$ cat src/design/chtp_pkg.sv
package chtp_pkg;

  localparam int unsigned OP_W   = 3;
  localparam int unsigned BKT_W  = 6;
  localparam int unsigned KEY_W  = 32;
  localparam int unsigned VAL_W  = 32;
  localparam int unsigned LEN_W  = 16;
  localparam int unsigned ST_W   = 3;
  localparam int unsigned SLOT_W = 6;
  localparam int unsigned CNT_W  = 7;

  localparam logic [OP_W-1:0] OP_SET    = 3'd0;
  localparam logic [OP_W-1:0] OP_GET    = 3'd1;
  localparam logic [OP_W-1:0] OP_UPDATE = 3'd2;
  localparam logic [OP_W-1:0] OP_POP    = 3'd3;
  localparam logic [OP_W-1:0] OP_CLEAR  = 3'd4;

  localparam logic [ST_W-1:0] ST_FOUND    = 3'd0;
  localparam logic [ST_W-1:0] ST_NEW      = 3'd1;
  localparam logic [ST_W-1:0] ST_NOTFOUND = 3'd2;
  localparam logic [ST_W-1:0] ST_FULL     = 3'd3;
  localparam logic [ST_W-1:0] ST_CLEARED  = 3'd4;

endpackage

$ cat src/design/chtp_head_mem.sv
module chtp_head_mem
  import chtp_pkg::*;
#(
  parameter int unsigned DEPTH = 64,
  parameter int unsigned BW    = 6,
  parameter int unsigned NW    = 6
) (
  input  logic          clk_i,
  input  logic          rd_en_i,
  input  logic [BW-1:0] rd_addr_i,
  output logic          rd_valid_o,
  output logic [NW-1:0] rd_node_o,
  input  logic          we_i,
  input  logic [BW-1:0] waddr_i,
  input  logic          wvalid_i,
  input  logic [NW-1:0] wnode_i
);

  logic [NW:0] mem [DEPTH];
  logic [NW:0] rdata_q;

  always_ff @(posedge clk_i) begin
    if (we_i) begin
      mem[waddr_i] <= {wvalid_i, wnode_i};
    end
    if (rd_en_i) begin
      rdata_q <= mem[rd_addr_i];
    end
  end

  assign rd_valid_o = rdata_q[NW];
  assign rd_node_o  = rdata_q[NW-1:0];

endmodule

$ cat config.mk
export PLATFORM = sky130hd
export DESIGN_NAME = chtp_head_mem
export DESIGN_NICKNAME = d
export VERILOG_FILES = /design/src/design/chtp_pkg.sv /design/src/design/chtp_head_mem.sv
export SDC_FILE = /design/constraint.sdc
export NUM_CORES = 1
export LEC_CHECK = 0
export BUFFER_PORTS_ARGS = -buffer_cell sky130_fd_sc_hd__buf_2
export CAP_MARGIN = 0
export CORE_MARGIN = 8
export CORE_UTILIZATION = 65
export DETAILED_ROUTE_END_ITERATION = 7
export GPL_TIMING_DRIVEN = 0
export PLACE_DENSITY = 0.82
export SYNTH_ARGS = -nofsm -noshare
export SYNTH_HDL_FRONTEND = slang
export SYNTH_SLANG_ARGS = --single-unit
$ cat constraint.sdc
create_clock -name clk_i -period 3.8 [get_ports clk_i]
set_input_delay 0.76 -clock clk_i [delete_from_list [all_inputs] [get_ports clk_i]]
set_output_delay 0.76 -clock clk_i [all_outputs]
set_load 0.03 [all_outputs]
**After elaboration in Yosys (flattened, before gate mapping)**

Memory sizes are Yosys's and may differ from the RTL's. A register that Yosys moved wholly into a read port is not among the register bits.
Cells that the tools add are included.

- Bits in registers: 0
- Bits in writable memories: 448
- Input bits: 22
- Memories kept: 1

Memory list:

| memory | words | width | read ports | clocked after memory_dff | wr ports | RTL line | text |
|---|---|---|---|---|---|---|---|
| mem | 64 | 7 | 1 | 1 | 1 | chtp_head_mem.sv:19 | `logic [NW:0] mem [DEPTH];` |

- Mux-type cells: 2

Operators by type and width:

| kind | count |
|---|---|
| $mux 1 | 2 |

**Logic depth before layout (Yosys ltp)**

- Depth after elaboration: 2
- Mapped depth: 7
- Depth with buffers taken out: 4

**Least setup slack after synthesis**

OpenSTA, ideal clock, no wires.

- Path kind: input port to flip-flop
- Start: input rd_addr_i[0]
- End: register rdata_q[0] (read register of mem) (data pin)
- Library setup time: 256 ps
- Arrival: 2144 ps
- Data required time: 3544 ps
- Setup slack: 1400 ps
- Stages: 6
- Buffers on the path: 2
- Path through: buf_6 > buf_2 > mux4_2 > a22oi_1 > a41oi_1 > a41o_1

RTL lines:

| item | RTL line | text |
|---|---|---|
| start: declaration | chtp_head_mem.sv:10 | `input logic [BW-1:0] rd_addr_i,` |
| end: declaration | chtp_head_mem.sv:20 | `logic [NW:0] rdata_q;` |

==> flow_metrics.tcl <==
set metrics [dict create \
    overflow 0 \
    firstDrtPassIters 5 \
    fin_ws_ns 1.07 \
    hpwl_mm 25.1 \
    max-cap-violations 0 \
    synthCells 827 \
    syn_area_mm2 0.0177 \
    status "finished, final reports clean" \
    clock_skew_ns 0.00995 \
    dieArea_mm2 0.0328 \
    synth_compound_area_share_pct 2.61 \
    grt_pass1_vias 9050 \
    critPathRequiredTime_ns 4.07 \
    antenna_found_initial 4 \
    cts_root_buffer "clkbuf_16" \
    yosys.cell_types.count 37 \
    tns_ns 0 \
    ys_dominant_reg_cell "edfxtp_1" \
    core-area_mm2 0.0269 \
    io_buffers 21 \
    final_nets 916 \
    switchingPower_mw 2.12 \
    maxSlewHeadroom_pct 15.2 \
    seq_area_mm2 0.0137 \
    drv_slew 0 \
    worstHoldPathType "primary input to flip-flop" \
    fin_cells 1266 \
    die_h_um 181 \
    postRouteWirelength_mm 40.8 \
    crit_top_cell "buf_2" \
    cts_sinks 455 \
    crit_arrival_ns 3.00 \
    initial_core_util_pct 65.9 \
    synth_top_cell_by_area "edfxtp_1" \
    crit_path_start_kind "primary input" \
    cts_tree "done" \
    placed_area_mm2 0.0182 \
    pwr-share-comb_pct 5.3 \
    yosysMostFrequentCell "edfxtp_1" \
    avgSynthCellArea_um2 21.4 \
    critPathMaxStageDelay_ns 0.60 \
    slowest_stage "clkbuf_1" \
    insertion_delay_ns 0.53 \
    powerDensity_mw_per_mm2 520 \
    synth_fa_ha_area_share_pct 0 \
    synth_edf_count 455 \
    wire_per_inst_um 32.3 \
    rsz0062_at_grt "false" \
    pre_cts_ws_ns 0.669 \
    grt_usage_pct 25.4 \
    drive_above_1_share_pct 24.0 \
    multi_input_area_mm2 0.00377 \
    critPathKind "primary input to flip-flop" \
    min_period_ns 2.73 \
    drtAntennaViolNets 0 \
    htree_levels 2 \
    p_sw_share_pct 20.8 \
    drt_iter0_drc 1292 \
    hold_violations 0 \
    grt_pass1_wl_mm 60.0 \
    cts_resized 0 \
    worstPathCellList "buf_2, buf_2, clkbuf_1, mux4_2, o22ai_1, o21ai_1, a32o_1" \
    synth_top_family_by_area "multiplexers" \
    synth_seq_area_share_pct 77.2 \
    path_max_fanout 10 \
    p_int_mw 8.06 \
    postCtsHoldBufs 0 \
    drt-vias-per-instance 7.11 \
    critPathTopFamily "buffers and inverters" \
    async_flop_share_pct 0 \
    rows 60 \
    dp.cells 1189 \
    vias 9000 \
    gp_congestion 0.996 \
    post-route-cell-area_mm2 0.0196 \
    worst-path-buf-inv 3 \
    seqPwrFrac_pct 54.8 \
    cts_buffers 44 \
    crit_path_end_kind "flip-flop" \
    remaining_drc_errors 0 \
    yosys.area_share.simple_pct 3.42 \
    clock.fmax_ghz 0.366 \
    synth_warnings 0 \
    synth_xor_area_share_pct 0 \
    p_clk_share_pct 39.8 \
    area_growth_pct 10.4 \
    synth.top_cell.area_share_pct 77.2 \
    clock_path_buffers 3 \
    n_fill_cell 1461 \
    post_cts_buffers 0 \
    synth_common_cells "455 x edfxtp_1, 112 x mux4_2, 76 x nor2_1" \
    grt_max_degree 65 \
    synth_seq_cells 455 \
    synth_nets 849 \
    tightestPinTransition_ns 1.27 \
    irDropWorstVdd_v 0.000386 \
    die_w_um 181 \
    leakage_nw 6.10 \
    synth.area.top_cells "edfxtp_1 77%, mux4_2 14%, nor2_1 1.6%" \
    clk_pin_slew_ns 0.07 \
    setup_viol 0 \
    io_pins 29 \
    period_share_pct 71.8 \
    synth_mux_area_share_pct 15.3 \
]
metal layers:
layer	wire length, um	up-vias	share of wire [%]	track usage, %
met3	5140	160	13	7.82
met1	14800	4519	36	33.8
met4	1710	6	4.2	9.74
met5	44	-	0.11	0
met2	19200	714	47	39.4
li1	-	3601	-	-
power groups by stage:
stage               sequential [mW]  combinational [mW]  clock [mW]
floorplan                      5.69               0.289           0
global placement               5.68               0.515           0
detailed placement             5.69               0.531           0
CTS                            5.58               0.536        4.07
global route                   5.58               0.569        4.25
finish                         5.58               0.544        4.05
cells in the final DEF (no fill, tap or decap), types with 3 or more instances in the layout:
cell | synthesis | routed
buf_4 | 5 | 5
o31ai_1 | 8 | 8
o22ai_1 | 12 | 12
clkbuf_16 | 0 | 45
clkinv_1 | 0 | 7
nor3_1 | 8 | 8
a22oi_1 | 8 | 8
and3b_1 | 3 | 3
mux2i_1 | 16 | 16
nor3b_1 | 3 | 3
nand3b_1 | 4 | 4
clkbuf_1 | 18 | 29
o21ai_0 | 3 | 3
nand2b_1 | 6 | 6
edfxtp_1 | 455 | 455
nand2_1 | 8 | 8
a21oi_1 | 7 | 7
mux4_2 | 112 | 112
nor2b_1 | 5 | 5
o221ai_1 | 9 | 9
buf_2 | 15 | 36
nor2_1 | 76 | 76
a22o_1 | 3 | 3
a211oi_1 | 4 | 4
nand3_1 | 9 | 9
clkinv_2 | 0 | 9
buf_6 | 6 | 6
o21ai_1 | 5 | 5
flip-flops by register name, indices dropped and copies added (netlist names):
name,count
rdata_q,7
mem,448
path summary, 6_finish.rpt:
check	endpoint	slack (ns)	from	cells after the start
setup reg to reg	rdata_q[2]	1.87	mem[17][2]	4
setup / recovery	rdata_q[4]	1.07	rd_addr_i[1]	7
hold / removal	rdata_q[4]	0.54	rd_en_i	1
hold reg to reg	rdata_q[0]	1.06	mem[8][0]	4
stage by stage:
stage | power [mW] | utilization [%] | hold WS, ns
after floorplan | 5.98 | - | 0.859
after global placement | 6.20 | 67.9 | 0.990
after detailed placement | 6.22 | 67.9 | 1.03
after CTS | 10.2 | 72.8 | 0.541
after global routing | 10.4 | 72.8 | 0.534
final | 10.2 | 72.8 | 0.538
cell families (layout without fill, tap and decap cells):
| logic type | Yosys count | in the layout |
|---|---|---|
| simple gates | 130 | 130 |
| mux | 130 | 130 |
| compound gates | 65 | 65 |
| other cells | 0 | 1 |
| buf+inv | 47 | 144 |
| flops | 455 | 455 |
final cells by class:
type,instances,area share (%)
Buffer,45,1.34
Multi-Input combinational cell,325,19.3
Clock buffer,56,5.97
Tap cell,341,2.18
Sequential cell,455,69.9
Timing Repair Buffer,21,0.537
Clock inverter,20,0.755
Antenna cell,1,0.0128
Inverter,2,0.0384
(Power assumes the default switching activity.)
